[config.mk]
export PLATFORM = sky130hd
export DESIGN_NAME = i2c_master_bit_engine_flat
export DESIGN_NICKNAME = d
export VERILOG_FILES = /design/src/rtl/i2cm_pkg.sv /design/src/rtl/i2cm_in_if.sv /design/src/rtl/i2cm_out_if.sv /design/src/rtl/i2cm_seq.sv /design/src/rtl/i2cm_out_stage.sv /design/src/rtl/i2c_master_bit_engine.sv /design/src/flat_wrapper.sv
export VERILOG_INCLUDE_DIRS = /design/src /design/src/rtl
export SDC_FILE = /design/constraint.sdc
export NUM_CORES = 1
export LEC_CHECK = 0
export BUFFER_PORTS_ARGS = -buffer_cell sky130_fd_sc_hd__buf_2
export CORE_MARGIN = 5
export CORE_UTILIZATION = 59
export DETAILED_ROUTE_END_ITERATION = 8
export PLACE_DENSITY = 0.79
export SLEW_MARGIN = 20
export SYNTH_ARGS = -nofsm -noshare
export SYNTH_HDL_FRONTEND = slang
export SYNTH_SLANG_ARGS = --single-unit
[constraint.sdc]
create_clock -name clk -period 3.75 [get_ports clk]
set_input_delay 0.375 -clock clk [delete_from_list [all_inputs] [get_ports clk]]
set_output_delay 0.375 -clock clk [all_outputs]
set_load 0.03 [all_outputs]
[src/rtl/i2c_master_bit_engine_macros.svh]
// ----------------------------------------------------------------------------
// I2C master bit engine assertion macros
// Shared assertion shorthands for the engine's RTL.
// ----------------------------------------------------------------------------
`ifndef I2C_MASTER_BIT_ENGINE_MACROS_SVH
`define I2C_MASTER_BIT_ENGINE_MACROS_SVH

// same-cycle implication
`define I2CM_ASSERT_NOW(lbl, clk, rst_n, ante, cons, msg) \
  lbl: assert property (@(posedge clk) disable iff (!rst_n) (ante) |-> (cons)) \
    else $error(msg);

// next-cycle implication
`define I2CM_ASSERT_NXT(lbl, clk, rst_n, ante, cons, msg) \
  lbl: assert property (@(posedge clk) disable iff (!rst_n) (ante) |=> (cons)) \
    else $error(msg);

`endif

[src/rtl/i2cm_pkg.sv]
// ----------------------------------------------------------------------------
// I2C master bit engine package
// Opcodes, phase codes, widths and the result item type.
// ----------------------------------------------------------------------------
package i2cm_pkg;

  localparam int unsigned BYTE_BITS = 8;
  localparam int unsigned BIT_IDX_W = 4;
  localparam int unsigned OP_W      = 3;
  localparam logic [7:0]  HP_RESET  = 8'd5;

  typedef enum logic [OP_W-1:0] {
    OP_NONE  = 3'd0,
    OP_START = 3'd1,
    OP_STOP  = 3'd2,
    OP_WRITE = 3'd3,
    OP_READ  = 3'd4,
    OP_ACK   = 3'd5
  } op_t;

  typedef enum logic [3:0] {
    PH_0 = 4'b0001,
    PH_1 = 4'b0010,
    PH_2 = 4'b0100,
    PH_3 = 4'b1000
  } phase_t;

  typedef struct packed {
    logic                 scl_out;
    logic                 sda_out;
    logic                 busy_res;
    logic                 done_res;
    logic [BYTE_BITS-1:0] read_data;
    logic                 ack_received;
  } res_t;

endpackage

[src/rtl/i2cm_in_if.sv]
// ----------------------------------------------------------------------------
// I2C master tick channel
// Valid/ready channel carrying one tick item: command and sampled SDA.
// ----------------------------------------------------------------------------
interface i2cm_in_if;
  import i2cm_pkg::*;

  logic                 valid;
  logic                 ready;
  logic [OP_W-1:0]      opcode;
  logic [BYTE_BITS-1:0] write_data;
  logic                 ack_value;
  logic                 sda_in;

  modport source (output valid, output opcode, output write_data, output ack_value,
                  output sda_in, input ready);
  modport sink   (input valid, input opcode, input write_data, input ack_value,
                  input sda_in, output ready);
endinterface

[src/rtl/i2cm_out_if.sv]
// ----------------------------------------------------------------------------
// I2C master result channel
// Valid/ready channel carrying one result item per tick.
// ----------------------------------------------------------------------------
interface i2cm_out_if;
  import i2cm_pkg::*;

  logic                 valid;
  logic                 ready;
  logic                 scl_out;
  logic                 sda_out;
  logic                 busy_res;
  logic                 done_res;
  logic [BYTE_BITS-1:0] read_data;
  logic                 ack_received;

  modport source (output valid, output scl_out, output sda_out, output busy_res,
                  output done_res, output read_data, output ack_received, input ready);
  modport sink   (input valid, input scl_out, input sda_out, input busy_res,
                  input done_res, input read_data, input ack_received, output ready);
endinterface

[src/rtl/i2cm_seq.sv]
// ----------------------------------------------------------------------------
// I2C master sequencer
// Command, phase and bit state with the single-pass next-state logic.
// ----------------------------------------------------------------------------
`include "i2c_master_bit_engine_macros.svh"

module i2cm_seq (
  input  logic                           clk,
  input  logic                           rst_n,
  input  logic                           step,
  input  logic [i2cm_pkg::OP_W-1:0]      opcode,
  input  logic [i2cm_pkg::BYTE_BITS-1:0] write_data,
  input  logic                           ack_value,
  input  logic                           sda_in,
  input  logic                           cfg_we,
  input  logic [7:0]                     cfg_wdata,
  output i2cm_pkg::res_t                 res_nxt
);
  import i2cm_pkg::*;

  logic [7:0]                 hp_r;
  op_t                        cmd_r, cmd_nxt;
  phase_t                     phase_r, phase_nxt;
  logic [7:0]                 tick_r, tick_nxt;
  logic [BIT_IDX_W-1:0]       bit_r, bit_nxt;
  logic [BYTE_BITS-1:0]       shift_r, shift_nxt;
  logic                       scl_r, scl_nxt;
  logic                       sda_r, sda_nxt;
  logic                       ack_r, ack_nxt;
  logic [BYTE_BITS-1:0]       rd_r, rd_nxt;
  logic                       done;
  logic                       fin;
  logic [7:0]                 hp;
  logic [8:0]                 tick_inc;

  function automatic logic [BIT_IDX_W-1:0] bits_of(input op_t cmd);
    case (cmd)
      OP_WRITE: bits_of = BIT_IDX_W'(BYTE_BITS + 1);
      OP_READ:  bits_of = BIT_IDX_W'(BYTE_BITS);
      default:  bits_of = BIT_IDX_W'(1);
    endcase
  endfunction

  function automatic logic bit_value(input op_t cmd, input logic [BIT_IDX_W-1:0] bi,
                                     input logic [BYTE_BITS-1:0] sh);
    case (cmd)
      OP_WRITE: bit_value = (bi < BIT_IDX_W'(BYTE_BITS)) ? sh[~bi[2:0]] : 1'b1;
      OP_READ:  bit_value = 1'b1;
      default:  bit_value = sh[BYTE_BITS-1];
    endcase
  endfunction

  // returns {scl, sda}
  function automatic logic [1:0] levels(input op_t cmd, input phase_t ph,
                                        input logic [BIT_IDX_W-1:0] bi,
                                        input logic [BYTE_BITS-1:0] sh,
                                        input logic scl, input logic sda);
    logic s_c;
    logic s_d;
    s_c = scl;
    s_d = sda;
    case (cmd)
      OP_START: begin
        case (ph)
          PH_0:    s_d = 1'b1;
          PH_1:    s_c = 1'b1;
          PH_2:    s_d = 1'b0;
          default: s_c = 1'b0;
        endcase
      end
      OP_STOP: begin
        case (ph)
          PH_0:    s_d = 1'b0;
          PH_1:    s_c = 1'b1;
          default: s_d = 1'b1;
        endcase
      end
      default: begin
        case (ph)
          PH_0: begin
            s_c = 1'b0;
            s_d = bit_value(cmd, bi, sh);
          end
          PH_1:    s_c = 1'b1;
          default: s_c = 1'b0;
        endcase
      end
    endcase
    levels = {s_c, s_d};
  endfunction

  assign hp       = (hp_r == 8'd0) ? 8'd1 : hp_r;
  assign tick_inc = {1'b0, tick_r} + 9'd1;

  always_comb begin
    cmd_nxt   = cmd_r;
    phase_nxt = phase_r;
    tick_nxt  = tick_r;
    bit_nxt   = bit_r;
    shift_nxt = shift_r;
    scl_nxt   = scl_r;
    sda_nxt   = sda_r;
    ack_nxt   = ack_r;
    rd_nxt    = rd_r;
    done      = 1'b0;
    fin       = 1'b0;
    if (cmd_r != OP_NONE) begin
      if (tick_inc >= {1'b0, hp}) begin
        tick_nxt = 8'd0;
        case (cmd_r)
          OP_START: begin
            if (phase_r == PH_3) fin = 1'b1;
            else phase_nxt = phase_t'({phase_r[2:0], 1'b0});
          end
          OP_STOP: begin
            if (phase_r == PH_2) fin = 1'b1;
            else phase_nxt = phase_t'({phase_r[2:0], 1'b0});
          end
          default: begin
            case (phase_r)
              PH_0: phase_nxt = PH_1;
              PH_1: begin
                if (cmd_r == OP_READ) shift_nxt = {shift_r[BYTE_BITS-2:0], sda_in};
                else if (cmd_r == OP_WRITE && bit_r == BIT_IDX_W'(BYTE_BITS))
                  ack_nxt = ~sda_in;
                bit_nxt   = bit_r + BIT_IDX_W'(1);
                phase_nxt = (bit_nxt < bits_of(cmd_r)) ? PH_0 : PH_2;
              end
              default: begin
                if (cmd_r == OP_READ) rd_nxt = shift_r;
                fin = 1'b1;
              end
            endcase
          end
        endcase
        if (fin) begin
          cmd_nxt   = OP_NONE;
          phase_nxt = PH_0;
          bit_nxt   = '0;
          done      = 1'b1;
        end else begin
          {scl_nxt, sda_nxt} = levels(cmd_r, phase_nxt, bit_nxt, shift_nxt, scl_r, sda_r);
        end
      end else begin
        tick_nxt = tick_inc[7:0];
      end
    end else if (opcode >= OP_START && opcode <= OP_ACK) begin
      cmd_nxt   = op_t'(opcode);
      phase_nxt = PH_0;
      tick_nxt  = 8'd0;
      bit_nxt   = '0;
      case (op_t'(opcode))
        OP_WRITE: shift_nxt = write_data;
        OP_READ:  shift_nxt = '0;
        OP_ACK:   shift_nxt = {ack_value, {(BYTE_BITS-1){1'b0}}};
        default:  shift_nxt = shift_r;
      endcase
      {scl_nxt, sda_nxt} = levels(cmd_nxt, PH_0, bit_nxt, shift_nxt, scl_r, sda_r);
    end
  end

  assign res_nxt = '{scl_out:      scl_nxt,
                     sda_out:      sda_nxt,
                     busy_res:     (cmd_nxt != OP_NONE),
                     done_res:     done,
                     read_data:    rd_nxt,
                     ack_received: ack_nxt};

  always_ff @(posedge clk) begin
    if (!rst_n) begin
      hp_r    <= HP_RESET;
      cmd_r   <= OP_NONE;
      phase_r <= PH_0;
      tick_r  <= 8'd0;
      bit_r   <= '0;
      shift_r <= '0;
      scl_r   <= 1'b1;
      sda_r   <= 1'b1;
      ack_r   <= 1'b0;
      rd_r    <= '0;
    end else begin
      if (cfg_we) hp_r <= cfg_wdata;
      if (step) begin
        cmd_r   <= cmd_nxt;
        phase_r <= phase_nxt;
        tick_r  <= tick_nxt;
        bit_r   <= bit_nxt;
        shift_r <= shift_nxt;
        scl_r   <= scl_nxt;
        sda_r   <= sda_nxt;
        ack_r   <= ack_nxt;
        rd_r    <= rd_nxt;
      end
    end
  end

  `I2CM_ASSERT_NOW(a_idle_clean, clk, rst_n, cmd_r == OP_NONE, phase_r == PH_0 && bit_r == '0 && tick_r == 8'd0, "idle with stale phase state")
  `I2CM_ASSERT_NOW(a_bit_range, clk, rst_n, 1'b1, bit_r <= BIT_IDX_W'(BYTE_BITS + 1), "bit index out of range")
  `I2CM_ASSERT_NXT(a_cmd_hold, clk, rst_n, cmd_r != OP_NONE && !(step && fin), cmd_r == $past(cmd_r), "command changed mid-sequence")

endmodule

[src/rtl/i2cm_out_stage.sv]
// ----------------------------------------------------------------------------
// I2C master result stage
// Result register with valid; frees the input side whenever it drains.
// ----------------------------------------------------------------------------
module i2cm_out_stage (
  input  logic           clk,
  input  logic           rst_n,
  input  logic           step,
  input  i2cm_pkg::res_t res_nxt,
  output logic           ready,
  i2cm_out_if.source     out_chan
);
  import i2cm_pkg::*;

  logic vld_r;
  res_t res_r;

  assign ready = ~vld_r | out_chan.ready;

  always_ff @(posedge clk) begin
    if (!rst_n) begin
      vld_r <= 1'b0;
    end else if (ready) begin
      vld_r <= step;
    end
  end

  always_ff @(posedge clk) begin
    if (step) res_r <= res_nxt;
  end

  assign out_chan.valid        = vld_r;
  assign out_chan.scl_out      = res_r.scl_out;
  assign out_chan.sda_out      = res_r.sda_out;
  assign out_chan.busy_res     = res_r.busy_res;
  assign out_chan.done_res     = res_r.done_res;
  assign out_chan.read_data    = res_r.read_data;
  assign out_chan.ack_received = res_r.ack_received;

endmodule

[src/rtl/i2c_master_bit_engine.sv]
// ----------------------------------------------------------------------------
// I2C master bit engine
// Expands start, stop, write, read and ack commands into SCL/SDA levels,
// one tick item in, one result item out.
// ----------------------------------------------------------------------------
// channel   dir  handshake     contents
// in_chan   in   valid/ready   opcode, write_data, ack_value, sda_in
// out_chan  out  valid/ready   scl_out, sda_out, busy_res, done_res, read_data,
//                              ack_received
// cfg_*     in   write enable  half_period
//
// One item per cycle when not stalled; its result is registered the cycle after.
// The result register is the only stall point: in_chan.ready drops while a result
// waits and out_chan.ready is low.
// Synchronous active-low reset; half_period returns to 5, lines released.
// ----------------------------------------------------------------------------
module i2c_master_bit_engine (
  input  logic       clk,
  input  logic       rst_n,
  i2cm_in_if.sink    in_chan,
  i2cm_out_if.source out_chan,
  input  logic       cfg_we,
  input  logic [7:0] cfg_wdata
);
  import i2cm_pkg::*;

  logic stage_ready;
  logic step;
  res_t res_nxt;

  assign in_chan.ready = stage_ready;
  assign step          = in_chan.valid & stage_ready;

  i2cm_seq u_seq (
    .clk        (clk),
    .rst_n      (rst_n),
    .step       (step),
    .opcode     (in_chan.opcode),
    .write_data (in_chan.write_data),
    .ack_value  (in_chan.ack_value),
    .sda_in     (in_chan.sda_in),
    .cfg_we     (cfg_we),
    .cfg_wdata  (cfg_wdata),
    .res_nxt    (res_nxt)
  );

  i2cm_out_stage u_out (
    .clk      (clk),
    .rst_n    (rst_n),
    .step     (step),
    .res_nxt  (res_nxt),
    .ready    (stage_ready),
    .out_chan (out_chan)
  );

endmodule
[src/flat_wrapper.sv]
// flat-port wrapper written by rule: the top's interface ports become plain ports
module i2c_master_bit_engine_flat import i2cm_pkg::*;
  (clk, rst_n, cfg_we, cfg_wdata, in_chan_valid, in_chan_opcode, in_chan_write_data, in_chan_ack_value, in_chan_sda_in, in_chan_ready, out_chan_valid, out_chan_scl_out, out_chan_sda_out, out_chan_busy_res, out_chan_done_res, out_chan_read_data, out_chan_ack_received, out_chan_ready);
  i2cm_in_if in_chan_i ();
  i2cm_out_if out_chan_i ();
  input  logic clk;
  input  logic rst_n;
  input  logic cfg_we;
  input  logic [7:0] cfg_wdata;
  input wire logic [$bits(in_chan_i.valid)-1:0] in_chan_valid;
  input wire logic [$bits(in_chan_i.opcode)-1:0] in_chan_opcode;
  input wire logic [$bits(in_chan_i.write_data)-1:0] in_chan_write_data;
  input wire logic [$bits(in_chan_i.ack_value)-1:0] in_chan_ack_value;
  input wire logic [$bits(in_chan_i.sda_in)-1:0] in_chan_sda_in;
  output wire logic [$bits(in_chan_i.ready)-1:0] in_chan_ready;
  output wire logic [$bits(out_chan_i.valid)-1:0] out_chan_valid;
  output wire logic [$bits(out_chan_i.scl_out)-1:0] out_chan_scl_out;
  output wire logic [$bits(out_chan_i.sda_out)-1:0] out_chan_sda_out;
  output wire logic [$bits(out_chan_i.busy_res)-1:0] out_chan_busy_res;
  output wire logic [$bits(out_chan_i.done_res)-1:0] out_chan_done_res;
  output wire logic [$bits(out_chan_i.read_data)-1:0] out_chan_read_data;
  output wire logic [$bits(out_chan_i.ack_received)-1:0] out_chan_ack_received;
  input wire logic [$bits(out_chan_i.ready)-1:0] out_chan_ready;
  assign in_chan_i.valid = in_chan_valid;
  assign in_chan_i.opcode = in_chan_opcode;
  assign in_chan_i.write_data = in_chan_write_data;
  assign in_chan_i.ack_value = in_chan_ack_value;
  assign in_chan_i.sda_in = in_chan_sda_in;
  assign in_chan_ready = in_chan_i.ready;
  assign out_chan_valid = out_chan_i.valid;
  assign out_chan_scl_out = out_chan_i.scl_out;
  assign out_chan_sda_out = out_chan_i.sda_out;
  assign out_chan_busy_res = out_chan_i.busy_res;
  assign out_chan_done_res = out_chan_i.done_res;
  assign out_chan_read_data = out_chan_i.read_data;
  assign out_chan_ack_received = out_chan_i.ack_received;
  assign out_chan_i.ready = out_chan_ready;
  i2c_master_bit_engine u_core (.clk(clk), .rst_n(rst_n), .in_chan(in_chan_i), .out_chan(out_chan_i), .cfg_we(cfg_we), .cfg_wdata(cfg_wdata));
endmodule
[After elaboration in Yosys (flattened, before gate mapping)]
Cells that the tools add are included.
Word-level totals
  register bits: 60
  logic and storage cells: 146
  input port bits: 26
  output and inout port bits: 15
Operators by class
  equality and inequality tests: 18
  add/subtract/negate cells: 2
  mux-type cells: 82
  magnitude comparators: 6
  reductions and logical operators: 15
  bitwise gates (word level): 5
Operators by type and width (count)
  2-to-1 mux 8 bit: 17
  2-to-1 mux 4 bit: 20
  2-to-1 mux 1 bit: 27
  one-hot mux 4 bit (2 select lines): 3
  one-hot mux 8 bit (3 select lines): 1
  one-hot mux 1 bit (2 select lines): 8
  2-to-1 mux 3 bit: 5
  equality test 3 x 2 -> 1 bit (second input constant): 4
  adder 8 x 1 -> 9 bit (second input constant): 1
  equality test 3 bit (second input constant): 3
  greater-or-equal comparator 9 x 8 -> 1 bit: 1
  equality test 4 x 1 -> 1 bit (second input constant): 2
  equality test 4 x 2 -> 1 bit (second input constant): 2
  equality test 4 x 3 -> 1 bit (second input constant): 2
  equality test 4 bit (second input constant): 2
  zero test 8 bit: 1
  OR reduction 2 bit: 4
  equality test 3 x 1 -> 1 bit (second input constant): 2
  nonzero test 3 bit: 2
  adder 4 x 1 -> 4 bit (second input constant): 1
  < comparator 3 x 4 -> 1 bit (second input constant): 1
  < comparator 4 bit: 1
  < comparator 4 bit (second input constant): 1
  AND reduction 2 bit: 2
  other kinds (13): 15

[Depth between registers and ports, before layout]
  depth after elaboration: 19
  gate-level depth with buffers: 14
  gate-level depth less buffers: 12

[Cells and area by module]
Synthesis repeated with hierarchy kept, for this count alone.
Unflattened totals
  cell total of the unflattened synthesis: 459
  area total of the unflattened synthesis: 3892.5 µm²
Modules (own cells, without submodules)
  i2cm_seq: cells an instance 441, instances 1, sequential area each 920.9 µm², area each 3447.1 µm²
  i2cm_out_stage: cells an instance 17, instances 1, sequential area each 410.4 µm², area each 439.2 µm²
  i2c_master_bit_engine: cells an instance 1, instances 1, sequential area each 0.0 µm², area each 6.3 µm²

[Worst setup path after synthesis]
Ideal clock, no wire load.
  path type: register to register
  start: register u_core.u_seq.tick_r[0]
  end: register u_core.u_seq.shift_r[3]
  period minus slack after synthesis: 2.909 ns
  data arrival time: 2.775 ns
  cell stages (with the launch flop): 15
  library setup time: 0.134 ns
  buffers on the path: 2
  required time: 3.616 ns
  slack: 0.841 ns
  path through: dfxtp_1 > ha_1 > nand3_1 > nor2_1 > xor2_1 > ha_1 > a21oi_1 > a21boi_0 > a2111oi_4 > a21o_1 > buf_4 > a21oi_4 > buf_6 > nor2_1 > a211oi_1
Between the ends
  longest elaborated chain between the ends: 4
Ends and longest elaborated chain
  start: declaration: line i2cm_seq.sv:24  | logic [7:0] tick_r, tick_nxt;
  start signal: assignment: line i2cm_seq.sv:186  | tick_r <= tick_nxt;
  adder 8 x 1 -> 9 bit: line i2cm_seq.sv:93  | assign tick_inc = {1'b0, tick_r} + 9'd1;
  greater-or-equal comparator 9 x 8 -> 1 bit: line i2cm_seq.sv:108  | if (tick_inc >= {1'b0, hp}) begin
  != test 2 x 1 -> 1 bit (no line)
  AND reduction 4 bit (no line)
  end signal: assignment: line i2cm_seq.sv:188  | shift_r <= shift_nxt;
  end: declaration: line i2cm_seq.sv:26  | logic [BYTE_BITS-1:0] shift_r, shift_nxt;
No other way between the ends.
A chain may end at the register's enable or synchronous reset.

[Final worst setup path]
  start: register u_core.u_seq.tick_r[0]
  end: register u_core.u_seq.bit_r[1]
Between the ends
  longest elaborated chain between the ends: 4
Ends and longest elaborated chain
  adder 8 x 1 -> 9 bit: line i2cm_seq.sv:93
  greater-or-equal comparator 9 x 8 -> 1 bit: line i2cm_seq.sv:108
  != test 2 x 1 -> 1 bit (no line)
  AND reduction 3 bit (no line)
  end signal: assignment: line i2cm_seq.sv:187  | bit_r <= bit_nxt;
  end: declaration: line i2cm_seq.sv:25  | logic [BIT_IDX_W-1:0] bit_r, bit_nxt;
No other way between the ends.

==> implementation parameters <==
Parameter                              Value

Run status
  Outcome    finished, final reports clean

Final layout
  Layout cell share with drive strength beyond 1    0.180
  Antenna diode count    0
  Final net count    between 500 and 600
  Sequential standard cell area    ~1300 um^2
  Area of combinational cells with multiple inputs    about 2300 um^2
  Number of cells in the finished layout apart from fillers    576
  Syn-to-layout area delta    10.1%
  Final standard cell utilization of the core    0.668
  Number of fillers in the final layout    525

Route
  Violation count after the first detailed-route iteration    339
  Highest metal layer with signal wires    met4
  Total length of routed wires    slightly below 10,000 um
  Average vias per placed instance    around 6.3
  Routed length on met3    707 um
  Total routed wire length on the met1 layer    4100 um
  First drt pass iteration count    7
  DRC violation count after routing    0
  Routed via count    approximately 3,600
  Antenna-violating nets left    0
  Post-detailed-route wirelength per cell    about 17 um
  Detail Route met2 WL    4920 um

Pwr
  Relative contribution of sequential cells to total power    0.451
  Switching power summed over all nets    between 0.5 and 0.6 mW
  Power per cell area    389 nW/um^2
  Logic pwr share    0.192
  Leakage dissipation    ~1.6 nW
  Switching share of power    0.318
  Peak ir drop on the vdd network    roughly 370 uV
  Clk network pwr share    0.357
  Internal power of the cells    1.13 mW

Die
  Count of standard-cell rows    29
  Initial core utilization    0.607
  Die outline height    91.0 um
  Total core area    6390 um^2
  Ports placed on the boundary    41
  Horizontal die dimension    between 90 and 100 um
  Area enclosed by the die boundary    8290 um^2

Setup path
  Critical Path AT    roughly 3.6 ns
  Maximum single-stage delay on the critical path    0.62 ns
  Critical path start-end classification    flip-flop to flip-flop
  Crit-path max FO    10
  Worst R2R Start    u_core.u_seq.tick_r[0]
  Slowest cell on the critical path    sky130_fd_sc_hd__a2111oi_4
  Critical Path, Cell by Cell    ha_1 -> nand3_1 -> nor2_1 -> xor2_1 -> ha_1 -> a21oi_1 -> a21boi_0 -> a2111oi_4 -> a21o_1 -> nor3_2 -> a22oi_1 -> nor2_1
  Setup slack of the most critical reg-to-reg path    0.37 ns
  Endpoint of the worst register-to-register path    u_core.u_seq.bit_r[1]
  Number of cells traversed by the worst register-to-register path    12
  Crit. Startpoint    u_core.u_seq.tick_r[0]
  Startpoint kind of the worst setup timing path    flip-flop
  Setup crit end kind    flip-flop
  Required time of the critical path    3.98 ns

Global route
  Total gr overflow    0
  Largest net degree at the start of global routing    27
  Overall track demand over capacity in global routing    0.238
  Vias in the first global route    3,450
  Initial antenna violation count    0
  First-pass GRT wire length    16,600 um

Timing
  Worst Tran Pin Value    0.721 ns
  Max-slew headroom    0.516
  Unrepaired setup endpoints after global routing    false
  Ratio of final minimum period to clock period    0.901
  Setup TNS Final    0 ns
  Peak clock frequency supported by timing    296 MHz
  Minimum clock period after layout    roughly 3.4 ns
  Final setup skew    0.00911 ns
  Count of final setup violators    0
  Number of failing hold endpoints at the final stage    0
  Final Max Tran Viols    0

Placed design
  Count of input and output buffers    40
  Number of placed instances, taps included    between 500 and 600
  Final weighted congestion in routability-driven placement    0.919
  Post-detailed-placement half-perimeter wirelength    roughly 7000 um

Flow run
  Max-cap viol count    0

Yosys
  Net Count, Synth    ~500
  Warning count from the yosys run    0
  Predominant post-synthesis flop cell    sky130_fd_sc_hd__dfxtp_1
  Number of flops mapped to enable cells by yosys    13
  Number of different library cells in the post-synthesis netlist    67
  Post-synthesis sequential area ratio    0.344
  Share of synthesized flip-flops with an asynchronous set or reset    0
  Mean instance size in the synthesized netlist    between 8 and 9 um^2
  Area of the mapped netlist    between 3000 and 4000 um^2
  FF+latch count, synth    60
  Instance count of the mapped netlist    about 470

Clock tree
  Clock tree buffer depth    2
  Clock root buffer    sky130_fd_sc_hd__clkbuf_8
  Count of H-tree levels built during CTS    3
  Number of buffers inserted during clock tree synthesis    9
  Clock-pin slew of the registers on the worst-case setup and hold paths    0.07 ns
  Clock tree from TritonCTS    yes
  Hold buffer count at CTS    0
  Insertion delay of the later-clocked pin in the worst-skew pair    0.34 ns
  Setup fix buffers added after clock tree synthesis    0
  Sinks on the clock net    60
  Post-CTS sizing    0

Min path
  Hold Crit Start    cfg_wdata[0]
  Hold path cells    3
  HP Class    primary input to flip-flop
  Destination of the worst hold path    u_core.u_seq.hp_r[0]
## metal layers
metal / GRT usage / up-vias
met5: 0 / -
met2: 0.389 / 164
li1: - / 1749
met4: 0.0685 / 0
met1: 0.307 / 1690
met3: 0.0661 / 18
## synth_stat cells, drive strengths merged, types with 6 or more instances
master | n | area share
a21oi | 40 | 0.055
mux2 | 14 | 0.041
inv | 17 | 0.016
clkbuf | 17 | 0.016
dfxtp | 47 | 0.24
a22oi | 8 | 0.016
nand3 | 18 | 0.023
mux2i | 12 | 0.031
a211oi | 11 | 0.023
xnor2 | 11 | 0.025
o21ai | 21 | 0.027
nor3 | 20 | 0.034
ha | 12 | 0.039
nand2 | 32 | 0.031
nor2 | 72 | 0.070
xor2 | 6 | 0.016
edfxtp | 13 | 0.10
buf | 13 | 0.026
## power groups by stage
stage	sequential [mW]	combinational [mW]	clock (mW)
floorplan	0.762	0.228	0
finish	0.748	0.318	0.592
global placement	0.760	0.301	0
CTS	0.747	0.314	0.600
detailed placement	0.761	0.311	0
global route	0.754	0.353	0.626
## worst max-delay path by stage
stage,endpoint,slack (ns),cells past startpoint
floorplan,u_core.u_seq.shift_r[3],0.84,14
detailed placement,u_core.u_seq.bit_r[1],0.42,12
CTS,u_core.u_seq.bit_r[1],0.42,12
finish,u_core.u_seq.bit_r[1],0.37,12
global placement,u_core.u_out.out_chan.sda_out,0.55,12
global route,u_core.u_seq.bit_r[0],0.08,12
## cell usage in the layout (no fill, tap or decap), drive strengths merged, types with 3 or more instances in the layout
cell     synthesis  layout
o2111ai          3       3
ha              12      12
inv             17      19
and3             4       4
edfxtp          13      13
clkbuf          17       9
nand3           18      18
a21oi           40      40
xnor2           11      11
mux2i           12      12
buf             13      48
o22ai            3       3
nand2b           5       5
nand2           32      32
o211ai           5       5
nand4            4       4
or3              4       4
o21ai           21      21
nor3            20      20
clkinv           1       5
nor2            72      72
nor4             4       4
mux2            14      14
nor2b            3       3
a22oi            8       8
dfxtp           47      47
o31ai            3       3
xor2             6       6
or3b             3       3
a21o             4       4
a211oi          11      11
nand3b           5       5
## sequential cells by signal (all words and copies together) (netlist names)
name and cells:
u_core.u_seq.tick_r 8, u_core.u_seq.scl_r 1, u_core.u_out.out_chan.busy_res 1, u_core.u_out.out_chan.ack_received 1, u_core.u_out.out_chan.done_res 1, u_core.u_out.out_chan.read_data 8, u_core.u_seq.ack_r 1, u_core.u_seq.shift_r 8
u_core.u_seq.rd_r 8, u_core.u_seq.hp_r 8, u_core.u_seq.cmd_r 3, u_core.u_out.out_chan.sda_out 1, u_core.u_out.out_chan.scl_out 1, u_core.u_out.out_chan.valid 1, u_core.u_seq.bit_r 4, u_core.u_seq.phase_r 4
u_core.u_seq.sda_r 1
## stage by stage
step | hold WS (ns) | power [mW] | area [um^2] | setup slack [ns]
3_3_place_gp | 0.448 | 1.06 | 4070 | 0.554
5_1_grt | 0.247 | 1.73 | 4270 | 0.0820
3_5_place_dp | 0.464 | 1.07 | 4070 | 0.421
4_1_cts | 0.236 | 1.66 | 4270 | 0.415
2_1_floorplan | 0.437 | 0.990 | 3870 | 0.841
6_report | 0.249 | 1.66 | 4270 | 0.372
## logic make-up (layout without fill, tap and decap cells)
kind of cell / after synthesis / count (layout) / synth area share
XOR/XNOR: 17 / 17 / 0.0404
buffers and inverters: 48 / 82 / 0.0594
flip-flops: 60 / 60 / 0.344
adder cells (fa/ha/maj): 13 / 13 / 0.0413
multiplexers: 26 / 26 / 0.0717
AO/OA/AOI/OAI: 120 / 120 / 0.210
AND/OR/NAND/NOR: 181 / 181 / 0.233
## layout make-up
type / count / share of cell area
Sequential cell: 60 / 0.312
Inverter: 18 / 0.0158
Clock inverter: 7 / 0.0176
Tap cell: 77 / 0.0226
Multi-Input combinational cell: 357 / 0.542
Clock buffer: 9 / 0.0290
Timing Repair Buffer: 48 / 0.0610
## worst max-delay path, delay by kind of cell, from the launching register on
family	cells	cell delay [ns]
DFF	1	0.39
AOI/OAI and AO/OA	5	1.54
and+or+nand+nor	4	0.64
adders and majority gates	2	0.51
xor gates and xnor gates	1	0.18
(Power assumes the default switching activity.)
